**src/sv/civag_pkg.sv**
```systemverilog
`timescale 1ns / 1ps
// Shared types and constants of the convolution indirection address generator.
// Depends on nothing; civag_ifs, civag_cfg and the core use it by scoped names.
package civag_pkg;

    // Default tile height of the indirection table (pixels per group).
    localparam int M_STEP_DEFAULT = 32;

    // Largest legal register values; anything beyond is an illegal configuration.
    localparam int MAX_SIDE     = 1024;
    localparam int MAX_CHANNELS = 4096;
    localparam int MAX_KERNEL   = 64;

    // Configuration port.
    localparam int REG_COUNT = 8;
    localparam int IDX_W     = 3;
    localparam int DATA_W    = 13;

    // Register field widths.
    localparam int SIDE_W   = 11;
    localparam int CHAN_W   = 13;
    localparam int KERN_W   = 7;
    localparam int STRIDE_W = 7;
    localparam int PAD_W    = 6;

    // Internal widths that the register widths settle. A padded side is at most
    // 2047 + 2 * 63, which needs 12 bits; a kernel area is at most 127 * 127.
    localparam int ROW_W    = 12;
    localparam int TAP_W    = 7;
    localparam int TIDX_W   = 14;
    localparam int LIN_W    = 22;
    localparam int SLOT_W   = 33;
    localparam int OFFSET_W = 32;
    localparam int CMP_W    = 17;

    localparam int PIXEL_MAX       = 2173 * 2173;
    localparam int KERNEL_AREA_MAX = 127 * 127;

    localparam logic [CMP_W-1:0] MAX_SIDE_L     = CMP_W'(MAX_SIDE);
    localparam logic [CMP_W-1:0] MAX_CHANNELS_L = CMP_W'(MAX_CHANNELS);
    localparam logic [CMP_W-1:0] MAX_KERNEL_L   = CMP_W'(MAX_KERNEL);

    typedef enum logic [IDX_W-1:0] {
        REG_INPUT_HEIGHT   = 3'd0,
        REG_INPUT_WIDTH    = 3'd1,
        REG_INPUT_CHANNELS = 3'd2,
        REG_KERNEL_HEIGHT  = 3'd3,
        REG_KERNEL_WIDTH   = 3'd4,
        REG_STRIDE_HEIGHT  = 3'd5,
        REG_STRIDE_WIDTH   = 3'd6,
        REG_PAD_AMOUNT     = 3'd7
    } cfg_reg_t;

    // Configuration as seen by the walk and the address pipeline.
    typedef struct packed {
        logic [SIDE_W-1:0]   in_h;
        logic [SIDE_W-1:0]   in_w;
        logic [CHAN_W-1:0]   chans;
        logic [KERN_W-1:0]   kern_h;
        logic [KERN_W-1:0]   kern_w;
        logic [STRIDE_W-1:0] stride_h;
        logic [STRIDE_W-1:0] stride_w;
        logic [PAD_W-1:0]    pad;
        logic [ROW_W-1:0]    out_h;
        logic [ROW_W-1:0]    out_w;
        logic                ok;
        logic                busy;
    } cfg_t;

endpackage

```
**src/sv/civag_ifs.sv**
```systemverilog
`timescale 1ns / 1ps
// Valid/ready channel interfaces of the indirection address generator:
// request words, result words and configuration writes. Uses civag_pkg.
interface civag_in_if;
    logic valid;
    logic ready;
    logic restart;

    modport source (output valid, output restart, input ready);
    modport sink (input valid, input restart, output ready);
endinterface

interface civag_out_if;
    logic                          valid;
    logic                          ready;
    logic                          valid_res;
    logic [civag_pkg::SLOT_W-1:0]   slot_index;
    logic                          is_pad;
    logic [civag_pkg::OFFSET_W-1:0] input_offset;
    logic                          last;

    modport source (output valid, output valid_res, output slot_index, output is_pad,
                    output input_offset, output last, input ready);
    modport sink (input valid, input valid_res, input slot_index, input is_pad,
                  input input_offset, input last, output ready);
endinterface

interface civag_cfg_if;
    logic                        valid;
    logic                        ready;
    logic [civag_pkg::IDX_W-1:0]  index;
    logic [civag_pkg::DATA_W-1:0] data;

    modport source (output valid, output index, output data, input ready);
    modport sink (input valid, input index, input data, output ready);
endinterface

```
**src/sv/civag_div.sv**
```systemverilog
`timescale 1ns / 1ps
// Restoring unsigned divider, one quotient bit per cycle.
// Depends on nothing outside this file.
module civag_div #(
    parameter int N = 12,
    parameter int D = 7
) (
    input  logic         clk,
    input  logic         rst_n,
    input  logic         start,
    input  logic [N-1:0] dividend,
    input  logic [D-1:0] divisor,
    output logic         busy,
    output logic         done,
    output logic [N-1:0] quotient
);

    localparam int CNT_W = $clog2(N + 1);

    logic [CNT_W-1:0] cnt_reg;
    logic [CNT_W-1:0] cnt_next;
    logic             done_reg;
    logic             done_next;
    logic [D-1:0]     rem_reg;
    logic [D-1:0]     rem_next;
    logic [N-1:0]     quo_reg;
    logic [N-1:0]     quo_next;
    logic [D:0]       shifted;
    logic [D:0]       diff;
    logic             fits;

    always_comb
    begin
        shifted   = {rem_reg, quo_reg[N-1]};
        diff      = shifted - {1'b0, divisor};
        fits      = shifted >= {1'b0, divisor};
        rem_next  = rem_reg;
        quo_next  = quo_reg;
        cnt_next  = cnt_reg;
        done_next = 1'b0;
        if (start)
        begin
            rem_next = '0;
            quo_next = dividend;
            cnt_next = CNT_W'(N);
        end
        else if (cnt_reg != '0)
        begin
            // The remainder stays below the divisor, so D bits hold it.
            rem_next  = fits ? diff[D-1:0] : shifted[D-1:0];
            quo_next  = {quo_reg[N-2:0], fits};
            cnt_next  = cnt_reg - CNT_W'(1);
            done_next = (cnt_reg == CNT_W'(1));
        end
    end

    always_ff @(posedge clk or negedge rst_n)
    begin
        if (!rst_n)
        begin
            cnt_reg  <= '0;
            done_reg <= 1'b0;
        end
        else
        begin
            cnt_reg  <= cnt_next;
            done_reg <= done_next;
        end
    end

    always_ff @(posedge clk)
    begin
        rem_reg <= rem_next;
        quo_reg <= quo_next;
    end

    assign busy     = (cnt_reg != '0);
    assign done     = done_reg;
    assign quotient = quo_reg;

endmodule

```
**src/sv/civag_cfg.sv**
```systemverilog
`timescale 1ns / 1ps
// Configuration registers and the values derived from them: output extents,
// kernel tile size and the legality check. Uses civag_pkg, civag_ifs, civag_div.
module civag_cfg #(
    parameter int M_STEP = civag_pkg::M_STEP_DEFAULT
) (
    input  logic            clk,
    input  logic            rst_n,
    civag_cfg_if.sink       cfg,
    output civag_pkg::cfg_t state,
    output logic [$clog2(civag_pkg::KERNEL_AREA_MAX * M_STEP + 1)-1:0] kkm
);

    localparam int ROW_W  = civag_pkg::ROW_W;
    localparam int KERN_W = civag_pkg::KERN_W;
    localparam int CMP_W  = civag_pkg::CMP_W;
    localparam int TIDX_W = civag_pkg::TIDX_W;
    localparam int KKM_W  = $clog2(civag_pkg::KERNEL_AREA_MAX * M_STEP + 1);

    logic [civag_pkg::SIDE_W-1:0]   in_h_reg;
    logic [civag_pkg::SIDE_W-1:0]   in_w_reg;
    logic [civag_pkg::CHAN_W-1:0]   chans_reg;
    logic [KERN_W-1:0]              kern_h_reg;
    logic [KERN_W-1:0]              kern_w_reg;
    logic [civag_pkg::STRIDE_W-1:0] stride_h_reg;
    logic [civag_pkg::STRIDE_W-1:0] stride_w_reg;
    logic [civag_pkg::PAD_W-1:0]    pad_reg;

    logic              pending_reg;
    logic              ge_h_reg;
    logic              ge_w_reg;
    logic [TIDX_W-1:0] kk_reg;
    logic [KKM_W-1:0]  kkm_reg;
    logic [ROW_W-1:0]  out_h_reg;
    logic [ROW_W-1:0]  out_w_reg;
    logic              ok_reg;

    logic              write;
    logic [ROW_W-1:0]  padded_h;
    logic [ROW_W-1:0]  padded_w;
    logic              ge_h;
    logic              ge_w;
    logic [ROW_W-1:0]  span_h;
    logic [ROW_W-1:0]  span_w;
    logic [TIDX_W-1:0] kk_prod;
    logic [KKM_W-1:0]  kkm_prod;
    logic              legal;
    logic              div_h_busy;
    logic              div_w_busy;
    logic              div_h_done;
    logic              div_w_done;
    logic [ROW_W-1:0]  quo_h;
    logic [ROW_W-1:0]  quo_w;

    assign cfg.ready = 1'b1;
    assign write     = cfg.valid && cfg.ready;

    always_ff @(posedge clk or negedge rst_n)
    begin
        if (!rst_n)
        begin
            in_h_reg     <= civag_pkg::SIDE_W'(1);
            in_w_reg     <= civag_pkg::SIDE_W'(1);
            chans_reg    <= civag_pkg::CHAN_W'(1);
            kern_h_reg   <= KERN_W'(1);
            kern_w_reg   <= KERN_W'(1);
            stride_h_reg <= civag_pkg::STRIDE_W'(1);
            stride_w_reg <= civag_pkg::STRIDE_W'(1);
            pad_reg      <= '0;
        end
        else if (write)
        begin
            unique case (civag_pkg::cfg_reg_t'(cfg.index))
                civag_pkg::REG_INPUT_HEIGHT:   in_h_reg     <= cfg.data[civag_pkg::SIDE_W-1:0];
                civag_pkg::REG_INPUT_WIDTH:    in_w_reg     <= cfg.data[civag_pkg::SIDE_W-1:0];
                civag_pkg::REG_INPUT_CHANNELS: chans_reg    <= cfg.data[civag_pkg::CHAN_W-1:0];
                civag_pkg::REG_KERNEL_HEIGHT:  kern_h_reg   <= cfg.data[KERN_W-1:0];
                civag_pkg::REG_KERNEL_WIDTH:   kern_w_reg   <= cfg.data[KERN_W-1:0];
                civag_pkg::REG_STRIDE_HEIGHT:
                    stride_h_reg <= cfg.data[civag_pkg::STRIDE_W-1:0];
                civag_pkg::REG_STRIDE_WIDTH:
                    stride_w_reg <= cfg.data[civag_pkg::STRIDE_W-1:0];
                civag_pkg::REG_PAD_AMOUNT:     pad_reg      <= cfg.data[civag_pkg::PAD_W-1:0];
            endcase
        end
    end

    // Padded extents and the distance the kernel can slide along each axis.
    always_comb
    begin
        padded_h = ROW_W'(in_h_reg) + ROW_W'({pad_reg, 1'b0});
        padded_w = ROW_W'(in_w_reg) + ROW_W'({pad_reg, 1'b0});
        ge_h     = padded_h >= ROW_W'(kern_h_reg);
        ge_w     = padded_w >= ROW_W'(kern_w_reg);
        span_h   = ge_h ? padded_h - ROW_W'(kern_h_reg) : '0;
        span_w   = ge_w ? padded_w - ROW_W'(kern_w_reg) : '0;
        kk_prod  = TIDX_W'(kern_h_reg) * TIDX_W'(kern_w_reg);
        kkm_prod = KKM_W'(kk_reg) * KKM_W'(M_STEP);
        legal    = (stride_h_reg != '0) && (stride_w_reg != '0) &&
                   (kern_h_reg != '0) && (kern_w_reg != '0) &&
                   (CMP_W'(kern_h_reg) <= civag_pkg::MAX_KERNEL_L) &&
                   (CMP_W'(kern_w_reg) <= civag_pkg::MAX_KERNEL_L) &&
                   (CMP_W'(in_h_reg) <= civag_pkg::MAX_SIDE_L) &&
                   (CMP_W'(in_w_reg) <= civag_pkg::MAX_SIDE_L) &&
                   (chans_reg != '0) &&
                   (CMP_W'(chans_reg) <= civag_pkg::MAX_CHANNELS_L);
    end

    civag_div #(
        .N (ROW_W),
        .D (civag_pkg::STRIDE_W)
    ) u_div_h (
        .clk      (clk),
        .rst_n    (rst_n),
        .start    (pending_reg),
        .dividend (span_h),
        .divisor  (stride_h_reg),
        .busy     (div_h_busy),
        .done     (div_h_done),
        .quotient (quo_h)
    );

    civag_div #(
        .N (ROW_W),
        .D (civag_pkg::STRIDE_W)
    ) u_div_w (
        .clk      (clk),
        .rst_n    (rst_n),
        .start    (pending_reg),
        .dividend (span_w),
        .divisor  (stride_w_reg),
        .busy     (div_w_busy),
        .done     (div_w_done),
        .quotient (quo_w)
    );

    // Derived values reset to what the reset register values give.
    always_ff @(posedge clk or negedge rst_n)
    begin
        if (!rst_n)
        begin
            pending_reg <= 1'b0;
            ge_h_reg    <= 1'b1;
            ge_w_reg    <= 1'b1;
            kk_reg      <= TIDX_W'(1);
            kkm_reg     <= KKM_W'(M_STEP);
            out_h_reg   <= ROW_W'(1);
            out_w_reg   <= ROW_W'(1);
            ok_reg      <= 1'b1;
        end
        else
        begin
            pending_reg <= write;
            if (pending_reg)
            begin
                ge_h_reg <= ge_h;
                ge_w_reg <= ge_w;
                kk_reg   <= kk_prod;
            end
            if (div_h_done && div_w_done)
            begin
                kkm_reg   <= kkm_prod;
                out_h_reg <= ge_h_reg ? quo_h + ROW_W'(1) : '0;
                out_w_reg <= ge_w_reg ? quo_w + ROW_W'(1) : '0;
                ok_reg    <= legal && ge_h_reg && ge_w_reg;
            end
        end
    end

    always_comb
    begin
        state.in_h     = in_h_reg;
        state.in_w     = in_w_reg;
        state.chans    = chans_reg;
        state.kern_h   = kern_h_reg;
        state.kern_w   = kern_w_reg;
        state.stride_h = stride_h_reg;
        state.stride_w = stride_w_reg;
        state.pad      = pad_reg;
        state.out_h    = out_h_reg;
        state.out_w    = out_w_reg;
        state.ok       = ok_reg;
        state.busy     = pending_reg || div_h_busy || div_w_busy || div_h_done || div_w_done;
    end

    assign kkm = kkm_reg;

endmodule

```
**src/sv/conv_indirection_address_generator_core.sv**
```systemverilog
`timescale 1ns / 1ps
// Top level of the convolution indirection address generator.
// Uses civag_pkg, the channel interfaces in civag_ifs, civag_cfg and civag_div.
//
// Every request word advances a walk over the indirection table of a padded,
// strided 2D convolution on an NHWC image, in output-pixel then kernel-tap
// order, and yields one result word: its slot in the table (tiled in groups
// of M_STEP pixels), a pad mark or the element offset of the input pixel, and
// a last mark on the final entry, after which the walk wraps. A request with
// restart set starts the walk over first. A configuration that gives no output
// pixels, or holds an illegal value, yields one result word with valid_res low
// and all other fields zero, and the walk holds. The block takes one request
// word per clock and delivers one result word per clock while res.ready is
// high and no configuration update is in progress; a word passes stages 1, 2
// and 3 and the result register. The walk counters step incrementally; row and
// column are multiplied in stage 2, the linear pixel index in stage 3 and the
// channel stride in the result stage. Stages hold words independently, so a
// waiting result does not block acceptance until the pipeline is full. After
// any configuration write the request side is not ready while two restoring
// dividers, one quotient bit per cycle over 12 bits, find the output extents.
module conv_indirection_address_generator_core #(
    parameter int M_STEP = civag_pkg::M_STEP_DEFAULT
) (
    input  logic         clk,
    input  logic         rst_n,
    civag_in_if.sink     req,
    civag_out_if.source  res,
    civag_cfg_if.sink    cfg
);

    localparam int ROW_W    = civag_pkg::ROW_W;
    localparam int TAP_W    = civag_pkg::TAP_W;
    localparam int TIDX_W   = civag_pkg::TIDX_W;
    localparam int LIN_W    = civag_pkg::LIN_W;
    localparam int SLOT_W   = civag_pkg::SLOT_W;
    localparam int OFFSET_W = civag_pkg::OFFSET_W;
    localparam int SIDE_W   = civag_pkg::SIDE_W;
    localparam int CHAN_W   = civag_pkg::CHAN_W;
    localparam int STRIDE_W = civag_pkg::STRIDE_W;
    localparam int LANE_W   = (M_STEP > 1) ? $clog2(M_STEP) : 1;
    localparam int GRP_W    = $clog2(civag_pkg::PIXEL_MAX / M_STEP + 1);
    localparam int KKM_W    = $clog2(civag_pkg::KERNEL_AREA_MAX * M_STEP + 1);
    localparam int HI_W     = GRP_W + KKM_W;
    localparam int SUM_W    = (HI_W > SLOT_W) ? HI_W : SLOT_W;
    localparam int HP_W     = ROW_W + STRIDE_W;
    localparam int LP_W     = ROW_W + SIDE_W;
    localparam int OP_W     = LIN_W + CHAN_W;

    localparam logic [LANE_W-1:0] LANE_LAST = LANE_W'(M_STEP - 1);

    civag_pkg::cfg_t   cs;
    logic [KKM_W-1:0]  kkm;

    // Walk state. The pixel number is kept as a tile group and a lane in it.
    logic [ROW_W-1:0]  out_row_reg;
    logic [ROW_W-1:0]  out_col_reg;
    logic [TAP_W-1:0]  tap_row_reg;
    logic [TAP_W-1:0]  tap_col_reg;
    logic [TIDX_W-1:0] tap_idx_reg;
    logic [LANE_W-1:0] lane_reg;
    logic [GRP_W-1:0]  group_reg;

    logic [ROW_W-1:0]  out_row_next;
    logic [ROW_W-1:0]  out_col_next;
    logic [TAP_W-1:0]  tap_row_next;
    logic [TAP_W-1:0]  tap_col_next;
    logic [TIDX_W-1:0] tap_idx_next;
    logic [LANE_W-1:0] lane_next;
    logic [GRP_W-1:0]  group_next;

    logic [ROW_W-1:0]  cur_row;
    logic [ROW_W-1:0]  cur_col;
    logic [TAP_W-1:0]  cur_trow;
    logic [TAP_W-1:0]  cur_tcol;
    logic [TIDX_W-1:0] cur_tidx;
    logic [LANE_W-1:0] cur_lane;
    logic [GRP_W-1:0]  cur_group;
    logic              out_of_range;
    logic              wipe;
    logic              is_last;
    logic              col_wrap;
    logic              row_wrap;
    logic              pix_step;
    logic              lane_wrap;
    logic              ocol_wrap;
    logic              req_fire;

    // Stage 1: the walk position of the word.
    logic              s1_v_reg;
    logic              s1_vres_reg;
    logic              s1_last_reg;
    logic [ROW_W-1:0]  s1_row_reg;
    logic [ROW_W-1:0]  s1_col_reg;
    logic [TAP_W-1:0]  s1_trow_reg;
    logic [TAP_W-1:0]  s1_tcol_reg;
    logic [TIDX_W-1:0] s1_tidx_reg;
    logic [LANE_W-1:0] s1_lane_reg;
    logic [GRP_W-1:0]  s1_group_reg;

    // Stage 2: padded image coordinates and the two slot terms.
    logic              s2_v_reg;
    logic              s2_vres_reg;
    logic              s2_last_reg;
    logic [ROW_W-1:0]  s2_h_reg;
    logic [ROW_W-1:0]  s2_w_reg;
    logic [HI_W-1:0]   s2_hi_reg;
    logic [KKM_W-1:0]  s2_lo_reg;
    logic [ROW_W-1:0]  s2_h_next;
    logic [ROW_W-1:0]  s2_w_next;
    logic [HI_W-1:0]   s2_hi_next;
    logic [KKM_W-1:0]  s2_lo_next;
    logic [HP_W-1:0]   h_prod;
    logic [HP_W-1:0]   w_prod;

    // Stage 3: pad mark, linear pixel index and slot.
    logic              s3_v_reg;
    logic              s3_vres_reg;
    logic              s3_last_reg;
    logic              s3_pad_reg;
    logic [LIN_W-1:0]  s3_lin_reg;
    logic [SLOT_W-1:0] s3_slot_reg;
    logic              s3_pad_next;
    logic [LIN_W-1:0]  s3_lin_next;
    logic [SLOT_W-1:0] s3_slot_next;
    logic [ROW_W-1:0]  h_rel;
    logic [ROW_W-1:0]  w_rel;
    logic [LP_W-1:0]   lin_prod;
    logic [SUM_W-1:0]  slot_sum;

    // Result register.
    logic                out_v_reg;
    logic                out_vres_reg;
    logic                out_last_reg;
    logic                out_pad_reg;
    logic [SLOT_W-1:0]   out_slot_reg;
    logic [OFFSET_W-1:0] out_offset_reg;
    logic [OP_W-1:0]     offset_prod;

    logic s1_ready;
    logic s2_ready;
    logic s3_ready;
    logic out_ready;

    civag_cfg #(
        .M_STEP (M_STEP)
    ) u_cfg (
        .clk   (clk),
        .rst_n (rst_n),
        .cfg   (cfg),
        .state (cs),
        .kkm   (kkm)
    );

    // Each stage takes a new word when it is empty or its word moves on.
    assign out_ready = !out_v_reg || res.ready;
    assign s3_ready  = !s3_v_reg || out_ready;
    assign s2_ready  = !s2_v_reg || s3_ready;
    assign s1_ready  = !s1_v_reg || s2_ready;
    assign req.ready = s1_ready && !cs.busy;
    assign req_fire  = req.valid && req.ready;

    // Walk update. A position left out of range by a configuration change
    // starts the walk over when the new configuration is ok, as a restart does.
    always_comb
    begin
        out_of_range = (out_row_reg >= cs.out_h) || (out_col_reg >= cs.out_w) ||
                       (tap_row_reg >= cs.kern_h) || (tap_col_reg >= cs.kern_w);
        wipe      = req.restart || (cs.ok && out_of_range);
        cur_row   = wipe ? '0 : out_row_reg;
        cur_col   = wipe ? '0 : out_col_reg;
        cur_trow  = wipe ? '0 : tap_row_reg;
        cur_tcol  = wipe ? '0 : tap_col_reg;
        cur_tidx  = wipe ? '0 : tap_idx_reg;
        cur_lane  = wipe ? '0 : lane_reg;
        cur_group = wipe ? '0 : group_reg;

        col_wrap  = (cur_tcol + TAP_W'(1)) == cs.kern_w;
        row_wrap  = (cur_trow + TAP_W'(1)) == cs.kern_h;
        pix_step  = col_wrap && row_wrap;
        lane_wrap = cur_lane == LANE_LAST;
        ocol_wrap = (cur_col + ROW_W'(1)) == cs.out_w;
        is_last   = cs.ok && (cur_row == cs.out_h - ROW_W'(1)) && ocol_wrap && pix_step;

        out_row_next = cur_row;
        out_col_next = cur_col;
        tap_row_next = cur_trow;
        tap_col_next = cur_tcol;
        tap_idx_next = cur_tidx;
        lane_next    = cur_lane;
        group_next   = cur_group;
        if (cs.ok)
        begin
            if (is_last)
            begin
                out_row_next = '0;
                out_col_next = '0;
                tap_row_next = '0;
                tap_col_next = '0;
                tap_idx_next = '0;
                lane_next    = '0;
                group_next   = '0;
            end
            else
            begin
                tap_col_next = col_wrap ? '0 : cur_tcol + TAP_W'(1);
                tap_idx_next = pix_step ? '0 : cur_tidx + TIDX_W'(1);
                if (col_wrap)
                begin
                    tap_row_next = row_wrap ? '0 : cur_trow + TAP_W'(1);
                end
                if (pix_step)
                begin
                    lane_next    = lane_wrap ? '0 : cur_lane + LANE_W'(1);
                    group_next   = lane_wrap ? cur_group + GRP_W'(1) : cur_group;
                    out_col_next = ocol_wrap ? '0 : cur_col + ROW_W'(1);
                    out_row_next = ocol_wrap ? cur_row + ROW_W'(1) : cur_row;
                end
            end
        end
    end

    always_ff @(posedge clk or negedge rst_n)
    begin
        if (!rst_n)
        begin
            out_row_reg <= '0;
            out_col_reg <= '0;
            tap_row_reg <= '0;
            tap_col_reg <= '0;
            tap_idx_reg <= '0;
            lane_reg    <= '0;
            group_reg   <= '0;
        end
        else if (req_fire)
        begin
            out_row_reg <= out_row_next;
            out_col_reg <= out_col_next;
            tap_row_reg <= tap_row_next;
            tap_col_reg <= tap_col_next;
            tap_idx_reg <= tap_idx_next;
            lane_reg    <= lane_next;
            group_reg   <= group_next;
        end
    end

    // Stage 2 logic: one multiplier per coordinate and per slot term.
    always_comb
    begin
        h_prod     = HP_W'(s1_row_reg) * HP_W'(cs.stride_h);
        w_prod     = HP_W'(s1_col_reg) * HP_W'(cs.stride_w);
        s2_h_next  = h_prod[ROW_W-1:0] + ROW_W'(s1_trow_reg);
        s2_w_next  = w_prod[ROW_W-1:0] + ROW_W'(s1_tcol_reg);
        s2_hi_next = HI_W'(s1_group_reg) * HI_W'(kkm);
        s2_lo_next = KKM_W'(s1_tidx_reg) * KKM_W'(M_STEP) + KKM_W'(s1_lane_reg);
    end

    // Stage 3 logic: pad test and the row-major pixel index inside the image.
    always_comb
    begin
        h_rel        = s2_h_reg - ROW_W'(cs.pad);
        w_rel        = s2_w_reg - ROW_W'(cs.pad);
        s3_pad_next  = (s2_h_reg < ROW_W'(cs.pad)) || (s2_w_reg < ROW_W'(cs.pad)) ||
                       (h_rel >= ROW_W'(cs.in_h)) || (w_rel >= ROW_W'(cs.in_w));
        lin_prod     = LP_W'(h_rel) * LP_W'(cs.in_w) + LP_W'(w_rel);
        slot_sum     = SUM_W'(s2_hi_reg) + SUM_W'(s2_lo_reg);
        s3_lin_next  = (s3_pad_next || !s2_vres_reg) ? '0 : lin_prod[LIN_W-1:0];
        s3_slot_next = s2_vres_reg ? slot_sum[SLOT_W-1:0] : '0;
    end

    // Result stage: the channel count is the element stride between pixels.
    assign offset_prod = OP_W'(s3_lin_reg) * OP_W'(cs.chans);

    always_ff @(posedge clk or negedge rst_n)
    begin
        if (!rst_n)
        begin
            s1_v_reg  <= 1'b0;
            s2_v_reg  <= 1'b0;
            s3_v_reg  <= 1'b0;
            out_v_reg <= 1'b0;
        end
        else
        begin
            if (s1_ready)
            begin
                s1_v_reg <= req_fire;
            end
            if (s2_ready)
            begin
                s2_v_reg <= s1_v_reg;
            end
            if (s3_ready)
            begin
                s3_v_reg <= s2_v_reg;
            end
            if (out_ready)
            begin
                out_v_reg <= s3_v_reg;
            end
        end
    end

    always_ff @(posedge clk)
    begin
        if (req_fire)
        begin
            s1_vres_reg  <= cs.ok;
            s1_last_reg  <= is_last;
            s1_row_reg   <= cur_row;
            s1_col_reg   <= cur_col;
            s1_trow_reg  <= cur_trow;
            s1_tcol_reg  <= cur_tcol;
            s1_tidx_reg  <= cur_tidx;
            s1_lane_reg  <= cur_lane;
            s1_group_reg <= cur_group;
        end
        if (s2_ready && s1_v_reg)
        begin
            s2_vres_reg <= s1_vres_reg;
            s2_last_reg <= s1_last_reg;
            s2_h_reg    <= s2_h_next;
            s2_w_reg    <= s2_w_next;
            s2_hi_reg   <= s2_hi_next;
            s2_lo_reg   <= s2_lo_next;
        end
        if (s3_ready && s2_v_reg)
        begin
            s3_vres_reg <= s2_vres_reg;
            s3_last_reg <= s2_last_reg;
            s3_pad_reg  <= s3_pad_next && s2_vres_reg;
            s3_lin_reg  <= s3_lin_next;
            s3_slot_reg <= s3_slot_next;
        end
        if (out_ready && s3_v_reg)
        begin
            out_vres_reg   <= s3_vres_reg;
            out_last_reg   <= s3_last_reg;
            out_pad_reg    <= s3_pad_reg;
            out_slot_reg   <= s3_slot_reg;
            out_offset_reg <= offset_prod[OFFSET_W-1:0];
        end
    end

    assign res.valid        = out_v_reg;
    assign res.valid_res    = out_vres_reg;
    assign res.slot_index   = out_slot_reg;
    assign res.is_pad       = out_pad_reg;
    assign res.input_offset = out_offset_reg;
    assign res.last         = out_last_reg;

    // A configuration write holds off requests until the extents are recomputed.
    a_cfg_holds_requests: assert property (@(posedge clk) disable iff (!rst_n)
        (cfg.valid && cfg.ready) |=> !req.ready)
        else $error("request accepted right after a configuration write");

    // A word from a configuration without output carries nothing but zeros.
    a_invalid_word_zero: assert property (@(posedge clk) disable iff (!rst_n)
        (res.valid && !res.valid_res) |->
        (res.slot_index == '0 && !res.is_pad && res.input_offset == '0 && !res.last))
        else $error("invalid result word has nonzero fields");

    // A tap in the padding never points into the image.
    a_pad_offset_zero: assert property (@(posedge clk) disable iff (!rst_n)
        (res.valid && res.is_pad) |-> res.input_offset == '0)
        else $error("pad entry has a nonzero input offset");

    // The final entry sends the walk back to its start.
    a_last_wraps_walk: assert property (@(posedge clk) disable iff (!rst_n)
        (req_fire && is_last) |=>
        (out_row_reg == '0 && out_col_reg == '0 && tap_row_reg == '0 &&
         tap_col_reg == '0 && lane_reg == '0 && group_reg == '0))
        else $error("walk did not wrap after the last entry");

endmodule
```
**src/flat_wrapper.sv**
```systemverilog
// flat-port wrapper written by rule: the top's interface ports become plain ports
module conv_indirection_address_generator_core_flat 
#(
    parameter int M_STEP = civag_pkg::M_STEP_DEFAULT
)
  (clk, rst_n, req_valid, req_restart, req_ready, res_valid, res_valid_res, res_slot_index, res_is_pad, res_input_offset, res_last, res_ready, cfg_valid, cfg_index, cfg_data, cfg_ready);
  civag_in_if req_i ();
  civag_out_if res_i ();
  civag_cfg_if cfg_i ();
  input  logic clk;
  input  logic rst_n;
  input wire logic [$bits(req_i.valid)-1:0] req_valid;
  input wire logic [$bits(req_i.restart)-1:0] req_restart;
  output wire logic [$bits(req_i.ready)-1:0] req_ready;
  output wire logic [$bits(res_i.valid)-1:0] res_valid;
  output wire logic [$bits(res_i.valid_res)-1:0] res_valid_res;
  output wire logic [$bits(res_i.slot_index)-1:0] res_slot_index;
  output wire logic [$bits(res_i.is_pad)-1:0] res_is_pad;
  output wire logic [$bits(res_i.input_offset)-1:0] res_input_offset;
  output wire logic [$bits(res_i.last)-1:0] res_last;
  input wire logic [$bits(res_i.ready)-1:0] res_ready;
  input wire logic [$bits(cfg_i.valid)-1:0] cfg_valid;
  input wire logic [$bits(cfg_i.index)-1:0] cfg_index;
  input wire logic [$bits(cfg_i.data)-1:0] cfg_data;
  output wire logic [$bits(cfg_i.ready)-1:0] cfg_ready;
  assign req_i.valid = req_valid;
  assign req_i.restart = req_restart;
  assign req_ready = req_i.ready;
  assign res_valid = res_i.valid;
  assign res_valid_res = res_i.valid_res;
  assign res_slot_index = res_i.slot_index;
  assign res_is_pad = res_i.is_pad;
  assign res_input_offset = res_i.input_offset;
  assign res_last = res_i.last;
  assign res_i.ready = res_ready;
  assign cfg_i.valid = cfg_valid;
  assign cfg_i.index = cfg_index;
  assign cfg_i.data = cfg_data;
  assign cfg_ready = cfg_i.ready;
  conv_indirection_address_generator_core #(.M_STEP(M_STEP)) u_core (.clk(clk), .rst_n(rst_n), .req(req_i), .res(res_i), .cfg(cfg_i));
endmodule
```
**config.mk**
```make
export PLATFORM = sky130hd
export DESIGN_NAME = conv_indirection_address_generator_core_flat
export DESIGN_NICKNAME = d
export VERILOG_FILES = /design/src/sv/civag_pkg.sv /design/src/sv/civag_ifs.sv /design/src/sv/civag_div.sv /design/src/sv/civag_cfg.sv /design/src/sv/conv_indirection_address_generator_core.sv /design/src/flat_wrapper.sv
export SDC_FILE = /design/constraint.sdc
export NUM_CORES = 2
export LEC_CHECK = 0
export BUFFER_PORTS_ARGS = -buffer_cell sky130_fd_sc_hd__buf_4
export CORE_MARGIN = 2
export CORE_UTILIZATION = 55
export DETAILED_ROUTE_END_ITERATION = 8
export GPL_TIMING_DRIVEN = 0
export PLACE_DENSITY = 0.71
export SETUP_SLACK_MARGIN = 0.3
export SYNTH_ARGS = -nofsm -noshare
export SYNTH_HDL_FRONTEND = slang
export SYNTH_SLANG_ARGS = --single-unit
export TNS_END_PERCENT = 100
```
**constraint.sdc**
```tcl
create_clock -name clk -period 15.5 [get_ports clk]
set_input_delay 1.55 -clock clk [delete_from_list [all_inputs] [get_ports clk]]
set_output_delay 1.55 -clock clk [all_outputs]
set_load 0.02 [all_outputs]
```
==> results by group <==
Clocking
  – CTS tree: yes
  – H-tree depth: 2
  – Worst-Skew Late Latency: 0.68 ns
  – Longest Clk Path Bufs: 3
  – Hold_buf cts: 0
  – CTS root buffer: clkbuf_16
  – Number of post-CTS setup repair buffers: 0
  – Clock transition at path regs: 0.06 ns
  – Cts bufs inserted: 60
  – Clock sinks: 528
  – Resize count post-CTS: 0

Layout
  – Area grow syn2layout: 8.82%
  – Fillcell total: 7,961
  – Area taken by multi-input logic gates: around 34,000 um^2
  – Layout cells sized above 1: under 10%
  – Fin nets: 6,644
  – ANT cells: 0
  – Seq. cell area: 14,700 um^2

Worst setup path
  – Startpoint types: flip-flop
  – WS Path Type: reg -> reg
  – Worst-path maximum fanout: 10
  – Critical path arrival: between 10 and 15 ns
  – Reg-to-reg slack, setup: 5.70 ns
  – Worst Path Required: 16.05 ns
  – Setup crit end kind: flip-flop

Place
  – PortBufs: between 80 and 90
  – DP HPWL: 116,000 um
  – Pre-CTS WS: 6.12 ns
  – GP Congestion: 0.956

Floorplan
  – Rows: 113
  – IO Pins: 93
  – Die X: 313 um
  – Placeable Area: 94,900 um^2
  – Die Height: between 300 and 400 um
  – Initial core utilization: 55.4%
  – Die area: 98,100 um^2

GRT
  – First-pass GRT wire length: 229,000 um
  – Total track usage: 30.2%
  – Initial antenna violation count: 10
  – Grt total ovfl: 0
  – Largest net degree at the start of global routing: 103
  – Vias in the first global route: a little over 40,000

STA
  – Hold Vio Cnt, Final: 0
  – FMAX: 0.102 GHz
  – Final setup margin: approximately 5.7 ns
  – Hold_ws: 0.415 ns
  – Setup TNS: 0 ns
  – Worst Tran Pin Value: approximately 1.2 ns
  – Fin crit period: 9.80 ns
  – RSZ-0062 raised after global routing: false
  – Pins over their slew limit: 0
  – Final setup viols: 0
  – Clock skew: between 0.02 and 0.03 ns
  – Post-route clock period utilization: around 63%
  – Max transition margin: between 10% and 20%

Logic synthesis
  – Mux cell area share after synthesis: 1.70%
  – Dominant cell by count in the synthesized netlist: inv_1
  – Post-synthesis cell count: 5,431
  – Post-synthesis sequential area ratio: 27.9%
  – Post-synthesis compound-gate area fraction: 8.32%
  – Post-synth top area cell: fa_1
  – Syn_area_per_cell: 9.68 um^2
  – Top cells by count, synth: inv_1, nand2_1, fa_1
  – Post-synth top area share: roughly a quarter
  – Post-synthesis register bit count: 528
  – Syn_nets: approximately 6,500
  – Synth Area in XOR/XNOR: 4.40%
  – Largest family of logic cells by synthesized area: adder cells
  – Top_reg_cell synth: edfxtp_1
  – Post-Syn Area: 52,600 um^2
  – Area contributors post-synth: fa_1, edfxtp_1, ha_1
  – Post-synth cell types: 97
  – Synth Area in Simple Gates: 16.8%
  – Syn. warnings: 0
  – Post-synth EDFFs: 300
  – Adder-cell share of the synthesized area: 33.3%
  – Async SR Flop Fraction: 40.5%

Worst hold path
  – Hold Path Class: reg -> reg

Detailed routing
  – Vias per inst: 5.78
  – Via count: 39,932
  – Drt wl/cell: around 21 um
  – Initial DRC Count: between 3,000 and 4,000
  – Antenna Nets Post-Route: 0
  – Residual DRC: 0
  – Pre-Repair DR Iteration Count: 6
  – WL final: 146,000 um

Power
  – VDD IR max: 0.000398 V
  – Leakage: 26.4 nW
  – Power Density: ~240 nW/um^2

Run status
  – Status: finished clean

Flow run
  – Max_cap viols: 0
==> per-layer routing <==
metal	vias up	share of wire [%]	track usage [%]
met5	-	0.053	0
met4	12	3.8	10.4
met3	322	9.1	5.70
met2	1762	45	47.2
met1	19867	42	42.5
li1	17969	-	-
==> final timing paths <==
kind / cells past startpoint / from / end
max: 24 / u_core.u_cfg.kern_h_reg[6] / u_core.lane_reg[4]
min: 0 / u_core.s1_tidx_reg[6] / u_core.s2_lo_reg[11]
max reg2reg: 24 / u_core.u_cfg.kern_h_reg[6] / u_core.lane_reg[4]
min reg2reg: 0 / u_core.s1_tidx_reg[6] / u_core.s2_lo_reg[11]
max in group asynchronous: 2 / rst_n / u_core.u_cfg.kkm[12]
min in group asynchronous: 1 / rst_n / u_core.u_cfg.u_div_h.cnt_reg[1]
==> kinds of logic (layout without fill, tap and decap cells) <==
group | Yosys count | count (layout)
other cells | 1 | 1
simple gates | 1787 | 1787
mux | 81 | 81
xor+xnor | 264 | 264
compound gates | 682 | 682
fa+ha+maj | 1033 | 1033
flops | 528 | 528
buf+inv | 1055 | 1265
==> placed cells by master, fill, tap and decap left out, types with 28 or more instances in the layout <==
| cell | synthesis | routed |
|---|---|---|
| a21o_1 | 66 | 66 |
| a21oi_1 | 163 | 163 |
| and2_1 | 401 | 399 |
| and3_1 | 38 | 38 |
| buf_4 | 2 | 90 |
| clkbuf_1 | 202 | 212 |
| clkbuf_16 | 0 | 64 |
| dfrtp_1 | 200 | 200 |
| edfxtp_1 | 300 | 300 |
| fa_1 | 611 | 611 |
| ha_1 | 422 | 422 |
| inv_1 | 831 | 831 |
| mux2_2 | 68 | 68 |
| nand2_1 | 685 | 685 |
| nand2b_1 | 35 | 35 |
| nand3_1 | 90 | 90 |
| nand4_1 | 41 | 41 |
| nor2_1 | 251 | 251 |
| nor2b_1 | 36 | 35 |
| nor3_1 | 86 | 86 |
| nor4_1 | 28 | 28 |
| o21ai_0 | 189 | 189 |
| xnor2_1 | 204 | 204 |
| xor2_1 | 60 | 60 |
==> report_power, final <==
group          internal [mW]  switching, mW
Sequential              1.96          0.119
Combinational           4.20           5.73
Clock                  0.918          0.652
Total                   7.08           6.50
==> layout make-up <==
class,count,share of cell area [%]
sequential,528,25.6
multi-input combinational,3848,59.3
buffer,220,1.52
clock inverter,35,0.868
timing repair buffer,96,1.48
inverter,835,5.48
clock buffer,79,2.97
tap,1265,2.77
==> worst max-delay path, stage by stage (launching register included) <==
cell,delay (ns)
dfrtp_1,0.32
clkbuf_1,0.53
inv_1,0.38
ha_1,0.41
a222oi_1,0.30
nand3_1,0.15
a311oi_2,0.39
nand3_1,0.23
buf_2,0.28
o21ai_2,0.46
clkbuf_1,0.65
buf_2,0.38
clkbuf_1,0.49
clkbuf_1,0.57
and2_1,0.42
ha_1,0.33
and2_0,0.37
nand2_1,0.16
xnor2_1,0.28
o22ai_1,0.16
a2111oi_2,0.38
nand4_1,0.54
nor2_1,0.63
a41oi_1,0.44
a32o_1,0.41
==> metrics by stage <==
step           util (%)  instances  area, um^2  total power, mW
2_1_floorplan         -       5431       52600             9.43
3_3_place_gp       57.8       6785       54800             11.7
3_5_place_dp       58.0       6792       55000             11.9
4_1_cts            60.3       6906       57200             13.5
5_1_grt            60.3       6906       57200             14.9
6_report           60.3       6906       57200             13.6
No activity file was read; power rests on OpenSTA's default activity.
